<file path="src/hdl/llsr_pkg.sv">
package llsr_pkg;

    typedef logic [0:7][7:0] row_t;
    typedef logic [0:3][7:0] quad_t;

    // header and ID codes
    localparam logic [7:0] BREAK_BYTE = 8'h00;
    localparam logic [7:0] SYNC_BYTE  = 8'h55;
    localparam logic [7:0] ID_WR_LONG = 8'hF5;
    localparam logic [7:0] ID_WR_SHRT = 8'h11;
    localparam logic [7:0] ID_WR_MODE = 8'h92;
    localparam logic [7:0] ID_RD_LOCK = 8'hC1;
    localparam logic [7:0] ID_RD_SER  = 8'h32;
    localparam logic [7:0] ID_RD_KEY  = 8'h37;
    localparam logic [7:0] ID_RD_IDNT = 8'h61;
    localparam logic [7:0] ID_RD_STAT = 8'h7D;
    localparam logic [7:0] INSERT_TAG = 8'h55;

    // lock position sequence
    localparam logic [7:0] LOCK_HI_START = 8'h08;
    localparam logic [7:0] LOCK_LO_START = 8'h01;
    localparam logic [7:0] LOCK_LO_INS   = 8'h04;
    localparam logic [7:0] LOCK_LO_EXIT  = 8'h06;
    localparam logic [7:0] LOCK_INS_END  = 8'h16;
    localparam logic [7:0] LOCK_EXIT_END = 8'h12;
    localparam logic [7:0] LOCK_HI_INS   = 8'h07;
    localparam logic [7:0] LOCK_HI_EXIT  = 8'h04;

    localparam logic [3:0] LEN_LONG = 4'd8;
    localparam logic [3:0] LEN_SHRT = 4'd2;
    localparam logic [3:0] LEN_IDNT = 4'd4;

    localparam row_t KEY_ROWS [5] = '{
        '{8'h04, 8'h03, 8'hA4, 8'h46, 8'hE1, 8'hD6, 8'h62, 8'h00},
        '{8'h04, 8'h02, 8'hA4, 8'h46, 8'hE1, 8'hD6, 8'h62, 8'h00},
        '{8'h08, 8'h03, 8'h58, 8'hAD, 8'h54, 8'hF6, 8'h7C, 8'h00},
        '{8'h07, 8'h04, 8'h58, 8'hAD, 8'h54, 8'hF6, 8'h7C, 8'h00},
        '{8'h07, 8'h05, 8'h58, 8'hAD, 8'h54, 8'hF6, 8'h7C, 8'h00}};

    localparam row_t STATUS_INS  = '{8'h30, 8'h80, 8'h76, 8'h9A, 8'h9C, 8'hA6, 8'h00, 8'h00};
    localparam row_t STATUS_EXIT = '{8'hCF, 8'h00, 8'h00, 8'h00, 8'h00, 8'h00, 8'h00, 8'h00};
    localparam quad_t IDENT_ROW  = '{8'h87, 8'h0B, 8'h29, 8'h0C};

    localparam row_t SERIAL_ROWS [4] = '{
        '{8'h01, 8'h00, 8'h30, 8'h79, 8'h39, 8'h71, 8'h44, 8'h00},
        '{8'h02, 8'h36, 8'h47, 8'h39, 8'h4E, 8'h00, 8'h00, 8'h00},
        '{8'h03, 8'h33, 8'h46, 8'h38, 8'h38, 8'h30, 8'h00, 8'h00},
        '{8'h04, 8'h44, 8'h44, 8'h00, 8'h00, 8'h00, 8'h00, 8'h00}};

    // controller -> datapath
    typedef struct packed {
        logic accept;
        logic fill;
        logic load_data;
        logic load_sum;
    } cmd_t;

    // datapath -> controller
    typedef struct packed {
        logic read_hit;
        logic last_data;
    } status_t;

    // one's complement add with end-around carry
    function automatic logic [7:0] sum_add(input logic [7:0] acc, input logic [7:0] b);
        logic [8:0] s;
        s = {1'b0, acc} + {1'b0, b};
        return s[8] ? (s[7:0] + 8'd1) : s[7:0];
    endfunction

endpackage

</file>
<file path="src/hdl/llsr_if.sv">
interface llsr_in_if;
    logic       valid;
    logic       ready;
    logic [7:0] rx_byte;

    modport source (output valid, output rx_byte, input ready);
    modport sink   (input valid, input rx_byte, output ready);
endinterface

interface llsr_out_if;
    logic       valid;
    logic       ready;
    logic [7:0] tx_byte;
    logic       tx_last;

    modport source (output valid, output tx_byte, output tx_last, input ready);
    modport sink   (input valid, input tx_byte, input tx_last, output ready);
endinterface

</file>
<file path="src/hdl/llsr_dp.sv">
module llsr_dp
    import llsr_pkg::*;
(
    input  logic       clk,
    input  logic       rst_n,
    input  cmd_t       cmd,
    input  logic [7:0] rx_byte,
    output status_t    status,
    output logic [7:0] tx_byte,
    output logic       tx_last
);

    typedef enum logic [4:0] {
        PH_IDLE  = 5'b00001,
        PH_BREAK = 5'b00010,
        PH_SYNC  = 5'b00100,
        PH_DATA  = 5'b01000,
        PH_SUM   = 5'b10000
    } rx_phase_t;

    typedef enum logic [4:0] {
        KP_NONE  = 5'b00001,
        KP_INS1  = 5'b00010,
        KP_INS2  = 5'b00100,
        KP_EXIT1 = 5'b01000,
        KP_EXIT2 = 5'b10000
    } key_phase_t;

    rx_phase_t  rx_phase_reg, rx_phase_next;
    key_phase_t key_phase_reg, key_phase_next;
    logic [7:0] frame_ident_reg, frame_ident_next;
    logic [3:0] rx_count_reg, rx_count_next;
    logic [3:0] rx_length_reg, rx_length_next;
    logic [7:0] rx_sum_reg, rx_sum_next;
    logic [7:0] first_data_reg, first_data_next;
    logic [7:0] lock_high_reg, lock_high_next;
    logic [7:0] lock_low_reg, lock_low_next;
    logic [1:0] serial_slot_reg, serial_slot_next;
    logic [1:0] key_slot_reg, key_slot_next;
    row_t       tx_store_reg, tx_store_next;

    logic [2:0] idx_reg, idx_next;
    logic [3:0] tx_len_reg, tx_len_next;
    logic [7:0] tx_sum_reg, tx_sum_next;
    logic [7:0] tx_byte_reg, tx_byte_next;
    logic       tx_last_reg, tx_last_next;

    logic [3:0] count_inc;
    logic [7:0] lo_inc;
    logic [1:0] k;
    logic       is_ins, is_exit;

    assign is_ins  = (key_phase_reg == KP_INS1) || (key_phase_reg == KP_INS2);
    assign is_exit = (key_phase_reg == KP_EXIT1) || (key_phase_reg == KP_EXIT2);

    assign status.read_hit = (rx_phase_reg == PH_SYNC) &&
        ((rx_byte == ID_RD_LOCK) || (rx_byte == ID_RD_SER) || (rx_byte == ID_RD_KEY) ||
         (rx_byte == ID_RD_IDNT) || (rx_byte == ID_RD_STAT));
    assign status.last_data = (({1'b0, idx_reg} + 4'd1) == tx_len_reg);

    assign tx_byte = tx_byte_reg;
    assign tx_last = tx_last_reg;

    always_comb
    begin
        rx_phase_next    = rx_phase_reg;
        key_phase_next   = key_phase_reg;
        frame_ident_next = frame_ident_reg;
        rx_count_next    = rx_count_reg;
        rx_length_next   = rx_length_reg;
        rx_sum_next      = rx_sum_reg;
        first_data_next  = first_data_reg;
        lock_high_next   = lock_high_reg;
        lock_low_next    = lock_low_reg;
        serial_slot_next = serial_slot_reg;
        key_slot_next    = key_slot_reg;
        tx_store_next    = tx_store_reg;
        idx_next         = idx_reg;
        tx_len_next      = tx_len_reg;
        tx_sum_next      = tx_sum_reg;
        tx_byte_next     = tx_byte_reg;
        tx_last_next     = tx_last_reg;
        count_inc        = rx_count_reg + 4'd1;
        lo_inc           = lock_low_reg + 8'd1;
        k                = 2'd0;

        // receiver
        if (cmd.accept)
        begin
            unique case (rx_phase_reg)
                PH_BREAK:
                begin
                    rx_phase_next = (rx_byte == SYNC_BYTE) ? PH_SYNC : PH_IDLE;
                end
                PH_SYNC:
                begin
                    frame_ident_next = rx_byte;
                    rx_count_next    = 4'd0;
                    rx_sum_next      = 8'd0;
                    rx_phase_next    = PH_IDLE;
                    if ((rx_byte == ID_WR_LONG) || (rx_byte == ID_WR_SHRT) ||
                        (rx_byte == ID_WR_MODE))
                    begin
                        rx_length_next = (rx_byte == ID_WR_LONG) ? LEN_LONG : LEN_SHRT;
                        rx_phase_next  = PH_DATA;
                    end
                end
                PH_DATA:
                begin
                    if (rx_count_reg == 4'd0)
                    begin
                        first_data_next = rx_byte;
                    end
                    rx_sum_next   = sum_add(rx_sum_reg, rx_byte);
                    rx_count_next = count_inc;
                    if (count_inc >= rx_length_reg)
                    begin
                        rx_phase_next = PH_SUM;
                    end
                end
                PH_SUM:
                begin
                    if ((rx_byte == ~rx_sum_reg) && (frame_ident_reg == ID_WR_MODE))
                    begin
                        serial_slot_next = 2'd0;
                        key_slot_next    = 2'd0;
                        key_phase_next   = (first_data_reg == INSERT_TAG) ? KP_INS1 : KP_EXIT1;
                    end
                    rx_phase_next = PH_IDLE;
                end
                default:
                begin
                    rx_phase_next = (rx_byte == BREAK_BYTE) ? PH_BREAK : PH_IDLE;
                end
            endcase
        end

        // response preparation for a read ID
        if (cmd.fill)
        begin
            idx_next    = 3'd0;
            tx_sum_next = 8'd0;
            tx_len_next = LEN_LONG;
            unique case (frame_ident_reg)
                ID_RD_LOCK:
                begin
                    tx_len_next = LEN_SHRT;
                    if ((key_phase_reg == KP_INS1) || (key_phase_reg == KP_EXIT1))
                    begin
                        lock_high_next = LOCK_HI_START;
                        lock_low_next  = LOCK_LO_START;
                        key_phase_next = (key_phase_reg == KP_INS1) ? KP_INS2 : KP_EXIT2;
                    end
                    else if (key_phase_reg == KP_INS2)
                    begin
                        if (lock_low_reg == LOCK_LO_START)
                        begin
                            lock_low_next = LOCK_LO_INS;
                        end
                        else
                        begin
                            lock_low_next = lo_inc;
                            if (lo_inc == LOCK_INS_END)
                            begin
                                lock_high_next = LOCK_HI_INS;
                            end
                        end
                    end
                    else if (key_phase_reg == KP_EXIT2)
                    begin
                        if (lock_low_reg == LOCK_LO_START)
                        begin
                            lock_low_next = LOCK_LO_EXIT;
                        end
                        else
                        begin
                            lock_low_next = lo_inc;
                            if (lo_inc == LOCK_EXIT_END)
                            begin
                                lock_high_next = LOCK_HI_EXIT;
                            end
                        end
                    end
                    tx_store_next[0] = lock_high_next;
                    tx_store_next[1] = lock_low_next;
                end
                ID_RD_SER:
                begin
                    tx_store_next    = SERIAL_ROWS[serial_slot_reg];
                    serial_slot_next = serial_slot_reg + 2'd1;
                end
                ID_RD_KEY:
                begin
                    if (is_ins)
                    begin
                        k             = (key_slot_reg < 2'd2) ? key_slot_reg : 2'd0;
                        tx_store_next = KEY_ROWS[k];
                        key_slot_next = (k == 2'd1) ? 2'd0 : k + 2'd1;
                    end
                    else if (is_exit)
                    begin
                        k             = (key_slot_reg < 2'd3) ? key_slot_reg : 2'd0;
                        tx_store_next = KEY_ROWS[3'd2 + {1'b0, k}];
                        key_slot_next = (k == 2'd2) ? 2'd0 : k + 2'd1;
                    end
                end
                ID_RD_IDNT:
                begin
                    tx_len_next = LEN_IDNT;
                    for (int i = 0; i < 4; i++)
                    begin
                        tx_store_next[i] = IDENT_ROW[i];
                    end
                end
                ID_RD_STAT:
                begin
                    if (is_ins)
                    begin
                        tx_store_next = STATUS_INS;
                    end
                    else if (is_exit)
                    begin
                        tx_store_next = STATUS_EXIT;
                    end
                end
                default:
                begin
                    tx_len_next = tx_len_reg;
                end
            endcase
        end

        // output word register
        if (cmd.load_data)
        begin
            tx_byte_next = tx_store_reg[idx_reg];
            tx_last_next = 1'b0;
            tx_sum_next  = sum_add(tx_sum_reg, tx_store_reg[idx_reg]);
            idx_next     = idx_reg + 3'd1;
        end
        else if (cmd.load_sum)
        begin
            tx_byte_next = ~tx_sum_reg;
            tx_last_next = 1'b1;
        end
    end

    always_ff @(posedge clk or negedge rst_n)
    begin
        if (!rst_n)
        begin
            rx_phase_reg    <= PH_IDLE;
            key_phase_reg   <= KP_NONE;
            frame_ident_reg <= 8'd0;
            rx_count_reg    <= 4'd0;
            rx_length_reg   <= 4'd0;
            rx_sum_reg      <= 8'd0;
            first_data_reg  <= 8'd0;
            lock_high_reg   <= 8'd0;
            lock_low_reg    <= 8'd0;
            serial_slot_reg <= 2'd0;
            key_slot_reg    <= 2'd0;
            tx_store_reg    <= '0;
        end
        else
        begin
            rx_phase_reg    <= rx_phase_next;
            key_phase_reg   <= key_phase_next;
            frame_ident_reg <= frame_ident_next;
            rx_count_reg    <= rx_count_next;
            rx_length_reg   <= rx_length_next;
            rx_sum_reg      <= rx_sum_next;
            first_data_reg  <= first_data_next;
            lock_high_reg   <= lock_high_next;
            lock_low_reg    <= lock_low_next;
            serial_slot_reg <= serial_slot_next;
            key_slot_reg    <= key_slot_next;
            tx_store_reg    <= tx_store_next;
        end
    end

    always_ff @(posedge clk)
    begin
        idx_reg     <= idx_next;
        tx_len_reg  <= tx_len_next;
        tx_sum_reg  <= tx_sum_next;
        tx_byte_reg <= tx_byte_next;
        tx_last_reg <= tx_last_next;
    end

endmodule

</file>
<file path="src/hdl/llsr_ctrl.sv">
module llsr_ctrl
    import llsr_pkg::*;
(
    input  logic    clk,
    input  logic    rst_n,
    input  logic    rx_valid,
    output logic    rx_ready,
    output logic    tx_valid,
    input  logic    tx_ready,
    input  status_t status,
    output cmd_t    cmd
);

    typedef enum logic [3:0] {
        S_IDLE = 4'b0001,
        S_FILL = 4'b0010,
        S_SEND = 4'b0100,
        S_CSUM = 4'b1000
    } state_t;

    state_t state_reg, state_next;
    logic   tx_valid_reg, tx_valid_next;
    logic   slot_free;

    assign slot_free = !tx_valid_reg || tx_ready;
    assign rx_ready  = (state_reg == S_IDLE);
    assign tx_valid  = tx_valid_reg;

    always_comb
    begin
        state_next    = state_reg;
        cmd.accept    = 1'b0;
        cmd.fill      = 1'b0;
        cmd.load_data = 1'b0;
        cmd.load_sum  = 1'b0;
        unique case (state_reg)
            S_IDLE:
            begin
                cmd.accept = rx_valid;
                if (rx_valid && status.read_hit)
                begin
                    state_next = S_FILL;
                end
            end
            S_FILL:
            begin
                cmd.fill   = 1'b1;
                state_next = S_SEND;
            end
            S_SEND:
            begin
                if (slot_free)
                begin
                    cmd.load_data = 1'b1;
                    if (status.last_data)
                    begin
                        state_next = S_CSUM;
                    end
                end
            end
            S_CSUM:
            begin
                if (slot_free)
                begin
                    cmd.load_sum = 1'b1;
                    state_next   = S_IDLE;
                end
            end
            default:
            begin
                state_next = S_IDLE;
            end
        endcase

        if (cmd.load_data || cmd.load_sum)
        begin
            tx_valid_next = 1'b1;
        end
        else if (tx_ready)
        begin
            tx_valid_next = 1'b0;
        end
        else
        begin
            tx_valid_next = tx_valid_reg;
        end
    end

    always_ff @(posedge clk or negedge rst_n)
    begin
        if (!rst_n)
        begin
            state_reg    <= S_IDLE;
            tx_valid_reg <= 1'b0;
        end
        else
        begin
            state_reg    <= state_next;
            tx_valid_reg <= tx_valid_next;
        end
    end

`ifndef ASSERT_OFF
    a_fill_after_read: assert property (@(posedge clk) disable iff (!rst_n)
        cmd.fill |-> $past(cmd.accept && status.read_hit))
        else $error("fill without a read ID");
    a_csum_holds_word: assert property (@(posedge clk) disable iff (!rst_n)
        (state_reg == S_CSUM) |-> tx_valid_reg)
        else $error("checksum pending with no data word out");
    a_busy_no_rx: assert property (@(posedge clk) disable iff (!rst_n)
        ((state_reg == S_SEND) || (state_reg == S_FILL)) |-> !rx_ready)
        else $error("receive open during response");
    a_sum_then_idle: assert property (@(posedge clk) disable iff (!rst_n)
        cmd.load_sum |=> (state_reg == S_IDLE) && tx_valid_reg)
        else $error("checksum load did not close response");
`endif

endmodule

</file>
<file path="src/hdl/lin_lock_slave_responder.sv">
// Channel | Dir | Word                 | Notes
// rx      | in  | rx_byte[7:0]         | bus bytes: break, sync, ID, data, checksum
// tx      | out | tx_byte[7:0],tx_last | response data bytes, tx_last on checksum
//
// Sequence: a non-read byte leaves the block ready for the next. A read ID is
//   accepted, the store is filled, then the response words (2, 4 or 8 data +
//   checksum) go out one per cycle while tx is ready; the output register sets the pace.
// Reset: rst_n async low; receiver idle, no key mode, slots and store zero.
// Stalls: rx is taken only while no response is being built or sent; a held
//   tx word stalls the sequencer, the final checksum may still wait in tx
//   while the next rx byte is taken.
module lin_lock_slave_responder
    import llsr_pkg::*;
(
    input  logic      clk,
    input  logic      rst_n,
    llsr_in_if.sink   rx,
    llsr_out_if.source tx
);

    cmd_t    cmd;
    status_t status;

    // sequencer: accept, fill, word loads
    llsr_ctrl u_ctrl (
        .clk      (clk),
        .rst_n    (rst_n),
        .rx_valid (rx.valid),
        .rx_ready (rx.ready),
        .tx_valid (tx.valid),
        .tx_ready (tx.ready),
        .status   (status),
        .cmd      (cmd)
    );

    // frame parser, key/lock state, transmit store, checksum, output word
    llsr_dp u_dp (
        .clk     (clk),
        .rst_n   (rst_n),
        .cmd     (cmd),
        .rx_byte (rx.rx_byte),
        .status  (status),
        .tx_byte (tx.tx_byte),
        .tx_last (tx.tx_last)
    );

endmodule

</file>
<file path="src/flat_wrapper.sv">
// flat-port wrapper written by rule: the top's interface ports become plain ports
module lin_lock_slave_responder_flat import llsr_pkg::*;
  (clk, rst_n, rx_valid, rx_rx_byte, rx_ready, tx_valid, tx_tx_byte, tx_tx_last, tx_ready);
  llsr_in_if rx_i ();
  llsr_out_if tx_i ();
  input  logic clk;
  input  logic rst_n;
  input wire logic [$bits(rx_i.valid)-1:0] rx_valid;
  input wire logic [$bits(rx_i.rx_byte)-1:0] rx_rx_byte;
  output wire logic [$bits(rx_i.ready)-1:0] rx_ready;
  output wire logic [$bits(tx_i.valid)-1:0] tx_valid;
  output wire logic [$bits(tx_i.tx_byte)-1:0] tx_tx_byte;
  output wire logic [$bits(tx_i.tx_last)-1:0] tx_tx_last;
  input wire logic [$bits(tx_i.ready)-1:0] tx_ready;
  assign rx_i.valid = rx_valid;
  assign rx_i.rx_byte = rx_rx_byte;
  assign rx_ready = rx_i.ready;
  assign tx_valid = tx_i.valid;
  assign tx_tx_byte = tx_i.tx_byte;
  assign tx_tx_last = tx_i.tx_last;
  assign tx_i.ready = tx_ready;
  lin_lock_slave_responder u_core (.clk(clk), .rst_n(rst_n), .rx(rx_i), .tx(tx_i));
endmodule
</file>
<file path="config.mk">
export PLATFORM = sky130hd
export DESIGN_NAME = lin_lock_slave_responder_flat
export DESIGN_NICKNAME = d
export VERILOG_FILES = /design/src/hdl/llsr_pkg.sv /design/src/hdl/llsr_if.sv /design/src/hdl/llsr_dp.sv /design/src/hdl/llsr_ctrl.sv /design/src/hdl/lin_lock_slave_responder.sv /design/src/flat_wrapper.sv
export SDC_FILE = /design/constraint.sdc
export NUM_CORES = 1
export LEC_CHECK = 0
export ABC_AREA = 1
export BUFFER_PORTS_ARGS = -buffer_cell sky130_fd_sc_hd__buf_2
export CORE_MARGIN = 2
export CORE_UTILIZATION = 40
export CTS_BUF_LIST = sky130_fd_sc_hd__clkbuf_8
export CTS_CLUSTER_DIAMETER = 50
export CTS_CLUSTER_SIZE = 8
export DETAILED_ROUTE_END_ITERATION = 10
export PLACE_DENSITY_LB_ADDON = 0.2
export SYNTH_ARGS = -nofsm -noshare
export SYNTH_HDL_FRONTEND = slang
export SYNTH_SLANG_ARGS = --single-unit
</file>
<file path="constraint.sdc">
create_clock -name clk -period 6.7 [get_ports clk]
set_input_delay 2.01 -clock clk [delete_from_list [all_inputs] [get_ports clk]]
set_output_delay 2.01 -clock clk [all_outputs]
set_load 0.02 [all_outputs]
</file>
# == Word-level counts from Yosys, hierarchy flattened ==
# Memory sizes are Yosys's and may differ from the RTL's.
# Index checks and enable logic that the tools add are counted.
# W data, S select, Z words.
# totals
register_bits,155
latch_bits,0
ram_bits,0
mem_bits_ro,1024
in_bits,12
output_inout_bits,11
wordCells,214
mem_count,2
# op_classes
addsub,12
multipliers,0
div,0
n_lt_le_gt_ge,7
eq_ne,42
shifts,0
n_mux,82
bitwise,6
n_reduce_logical,37
# mem_list
memory,depth,width,read_ports,rd_ports_with_merged_regs,wr,line,rtl
(no name shown),8,64,1,0,0,llsr_dp.sv:203,"tx_store_next = KEY_ROWS[3'd2 + {1'b0, k}];"
(no name shown),8,64,1,0,0,llsr_dp.sv:197,tx_store_next = KEY_ROWS[k];
# op_table
operator,count
$mux W64,10
$mux W8,20
$bmux W64 S2,1
$pmux W32 S3,1
$pmux W16 S5,1
$pmux W16 S4,1
$eq A8 B7 Y1 const B,6
$eq A8 B8 Y1 const B,5
$mux W5,8
$mux W2,17
$eq A8 B6 Y1 const B,4
$mux W4,7
$add A8 B1 Y8 const B,3
$bmux W8 S3,1
$eq A8 B5 Y1 const B,3
$pmux W5 S4,1
$add A8 B8 Y9,2
$not A8 Y8,2
$pmux W4 S4,1
$pmux W8 S2,1
$reduce_and A4 Y1,4
$pmux W4 S3,1
$logic_or A1 B1 Y1,11
$eq A5 B2 Y1 const B,2
41 further kinds,73

# == Longest topological paths before layout ==
# logic_depth
depth_word,10
depth_mapped,18
ltp_nobuf,18

# == Modules after synthesis ==
# Synthesis repeated with hierarchy kept, for this count alone.
# unflattened
cells_unflattened,1092
hier_area_um2,8310.5
# modules_own_cells
module,instances,cells_each,area_each_um2,seq_area_each_um2
llsr_dp,1,1044,7995.2,3385.7
llsr_ctrl,1,48,315.3,126.4

# == Worst setup path before layout ==
# No wires, ideal clock.
# synth_timing
kind,input-to-reg
startpoint,input port rx_rx_byte[0]
endpoint,register u_core.u_dp.rx_sum_reg[7]
arrival_time_ns,3.628
required_ns,6.583
setup_slack_ns,2.955
cell_stages,13
n_path_buf,0
cell_sequence,ha_1 inv_1 fa_1 inv_1 nand3_1 nand2_1 nand2_1 nand2_1 nand3_1 nor3_1 nand4_1 nand3_1 nand2_1
# synth_between
elab_chain_cells,4
# synth_lines
element,line,rtl
from (decl),flat_wrapper.sv:9,input wire logic [$bits(rx_i.rx_byte)-1:0] rx_rx_byte;
$add A8 B8 Y9 *,llsr_pkg.sv:67,"s = {1'b0, acc} + {1'b0, b};"
$add A8 B1 Y8,llsr_pkg.sv:68,return s[8] ? (s[7:0] + 8'd1) : s[7:0];
$mux W8 *,llsr_pkg.sv:68,
$pmux W8 S2 *,llsr_dp.sv:90,unique case (rx_phase_reg)
to (signal assigned),llsr_dp.sv:272,rx_sum_reg <= rx_sum_next;
to (decl),llsr_dp.sv:34,"logic [7:0] rx_sum_reg, rx_sum_next;"
# Every way passes the cells marked *; elsewhere a longest branch is shown, timed or not.
# A chain may end at the register's enable or synchronous reset.

# == Final worst setup path ==
# layout_timing
startpoint,register u_core.u_dp.idx_reg[0]
endpoint,"register u_core.u_dp.tx_sum_reg[6], data pin"
# layout_between
elab_chain_cells,8
# layout_lines
element,line,rtl
from (decl),llsr_dp.sv:42,"logic [2:0] idx_reg, idx_next;"
from (signal assigned),llsr_dp.sv:284,idx_reg <= idx_next;
$not A3 Y4 (implied by the code) *,llsr_dp.sv:238,"tx_sum_next = sum_add(tx_sum_reg, tx_store_reg[idx_reg]);"
$bmux W8 S3 *,llsr_dp.sv:238,
$mux W8 (implied by the code) * (2 in series),llsr_dp.sv:238,
$add A8 B8 Y9 *,llsr_pkg.sv:67,
$add A8 B1 Y8,llsr_pkg.sv:68,
$mux W8 *,llsr_pkg.sv:68,
$mux W8 *,llsr_dp.sv:234,if (cmd.load_data)
to (signal assigned),llsr_dp.sv:286,tx_sum_reg <= tx_sum_next;
to (decl),llsr_dp.sv:44,"logic [7:0] tx_sum_reg, tx_sum_next;"
# Every way passes the cells marked *; elsewhere a longest branch is shown, timed or not. The select of a mux whose other input is x is not followed.

==> metrics <==
CTS Buf Count=17; clk sink count=136; final instance area=9012 um^2; CP endpoint kind=flip-flop; TritonRoute pass-1 iters=5; Post-synth ARST share=83.09%; Final Skew=0.01379 ns; hold buffers post-CTS=0; max cap viols=0; wire per inst=14.94 um; antenna cell count=0; Hold Crit Class=flip-flop to flip-flop; Total Wirelength=20720 um; CP cell instances=inv_1, nand2_1, inv_1, a22oi_1, o21ai_0, nand2_1, nand4_1, ha_1, a21oi_1, nand2_1, xor2_1, nand3_1, nor3_1, nand2_1, nand2_1, nor2_1; Slew HR=32.46%; Seq/Total Area, Yosys=42.47%; FILL cells=2053; minimum clock period after layout=3.745 ns; initial antenna violation count=0; Detailed Place HPWL=15780 um; Final nets=1150; Peak Freq=0.2670 GHz; Arr. time, crit path=3.96 ns; latest clock arrival within the worst-skew pair=0.45 ns; worst-margin pin slew=1.009 ns; fin util=44.54%; dpl ws=2.532 ns; Critical-path top delay cell=edfxtp_1; Starting DRT DRC Count=514; Antenna Nets Post-Route=0; GRT Overall Usage=20.17%; Total Power=1982 uW; post-place instance area=8625 um^2; unique cell type count in the Yosys netlist=60; TritonCTS clock tree=yes; storage element area=3512 um^2; drt via density=5.144; Crit path max-delay family=simple AND/OR/NAND/NOR gates; Final Hold Fails=0; Final setup viols=0; setup repair after global routing missed its margin=no; Synth Cell Area=8269 um^2; Final Wtd Congestion=0.8858; global-route wire length before repair=34640 um; Max Root-Sink Buffers=2; Crit path largest cell delay=0.65 ns; leakage=0.004595 uW; via count=7135; Clock Pin Slew Worst Setup and Hold Paths=0.09 ns; Syn-to-layout area delta=8.988%; number of flops mapped to enable cells by yosys=22; peak supply drop=0.1477 mV; Starting Density=40.87%; largest net degree at the start of global routing=68; Die Y=147.8 um; fin. max-slew vios=0; RR Startpoint=u_core.u_dp.idx_reg[0]$_SDFFCE_PN0P_; outcome=finished, final reports clean; max reg flops=48; Ports=23; Multi-input gate area=4114 um^2; critical path fanouts, max=18; Die W=147.8 um; vias in the first global route=6949; fin worst setup slack=2.955 ns; Yosys warning total=0; CP required=6.91 ns; final setup TNS=0 ns; post_cts resized=0; core footprint=20230 um^2; PwrDens=219.9 nW/um^2; Synth Register Bits=136; Mapped Avg Cell Area=7.664 um^2; PortBufs=22; total grt overflow=0; crit share post-route=55.89%; Worst Path Buf+Inv=2; H-Tree Depth=4; most frequent CP cell=nand2_1; # Post-CTS Setup Buffers=0; synthesized instance count=1079; die area=21840 um^2; share of layout cells above drive strength 1=8.863%; Crit Path Category=flip-flop to flip-flop; Post-Syn Nets=1125; hold wc startpoint=u_core.u_dp.tx_last$_SDFFE_PP0P_; Std-Cell Rows=52; Worst Setup SP=u_core.u_dp.idx_reg[0]$_SDFFCE_PN0P_; Worst setup SP type=flip-flop; Post-route DRC=0; ys flop type=dfrtp_1; Root Driver=clkbuf_8
cell type report:
class | instances | area share (%)
multi-input combinational | 784 | 45.65
timing repair buffer | 24 | 1.416
clock inverter | 15 | 1.708
tap | 270 | 3.748
clock buffer | 17 | 2.596
inverter | 141 | 5.914
sequential | 136 | 38.97
where the power goes:
group | switching (uW) | internal (uW)
logic | 276 | 112
registers | 31.0 | 889
clock network | 342 | 332
total | 649 | 1330
worst min-delay path, cell delays in order, from the launching register on:
cell	delay, ns
dfxtp_1	0.32
o21ai_0	0.08
inv_1	0.04
path summary, 6_finish.rpt:
kind / end / slack [ns] / depth (start not counted)
max: u_core.u_dp.tx_sum_reg[6]$_SDFFCE_PN0P_ / 2.96 / 16
min: u_core.u_dp.tx_last$_SDFFE_PP0P_ / 0.47 / 2
max reg2reg: u_core.u_dp.tx_sum_reg[6]$_SDFFCE_PN0P_ / 2.96 / 16
min reg2reg: u_core.u_dp.tx_last$_SDFFE_PP0P_ / 0.47 / 2
max in group asynchronous: u_core.u_dp.serial_slot_reg[1]$_DFF_PN0_ / 3.90 / 2
min in group asynchronous: u_core.u_dp.rx_phase_reg[1]$_DFFE_PN0P_ / 1.64 / 1
Yosys cell counts (all sizes together) (6+ instances only):
cell type    n  area (um^2)
o211ai       6        45.04
nand4       23        143.9
xor2        10        87.58
a22oi        9        67.56
a21oi       38        205.2
nor3        15        91.34
o22ai       10        62.56
nand2      299         1191
nand3       79        445.4
inv        138        520.5
o21ai      102        518.0
a31oi        7        43.79
ha          32        400.4
nor2       121        531.8
clkbuf       9        33.78
edfxtp      22        660.6
buf          9        76.32
dfrtp      110         2753
layout by cell type, fill, tap and decap left out, types with 13 or more instances in the layout:
cell,count
ha_1,32
o21ai_0,90
edfxtp_1,22
nand3_1,72
nand2_1,289
nor2_1,109
clkbuf_8,17
inv_1,135
a21oi_1,36
buf_2,21
nand4_1,23
nor3_1,13
dfrtp_1,110
routing by layer:
metal,share of wire (%),vias to the layer above,track usage [%]
met1,46,3313,26.39
met4,2.0,0,7.260
li1,-,3625,-
met5,0,-,0
met2,48,167,33.77
met3,4.2,30,3.426
through the flow:
step | instances | hold WS, ns
final | 1387 | 0.4706
after floorplan | 1079 | 0.4422
after global placement | 1355 | 0.4491
after global routing | 1387 | 0.5007
after detailed placement | 1355 | 0.4595
after CTS | 1387 | 0.4779
cells by family after synthesis:
group	count (synthesis)	synth area share, %
flops	136	42.47
xor+xnor	13	1.377
compound gates	189	13.09
fa+ha+maj	34	5.326
simple gates	548	29.96
buf+inv	159	7.777
No activity file was read; power rests on OpenSTA's default activity.
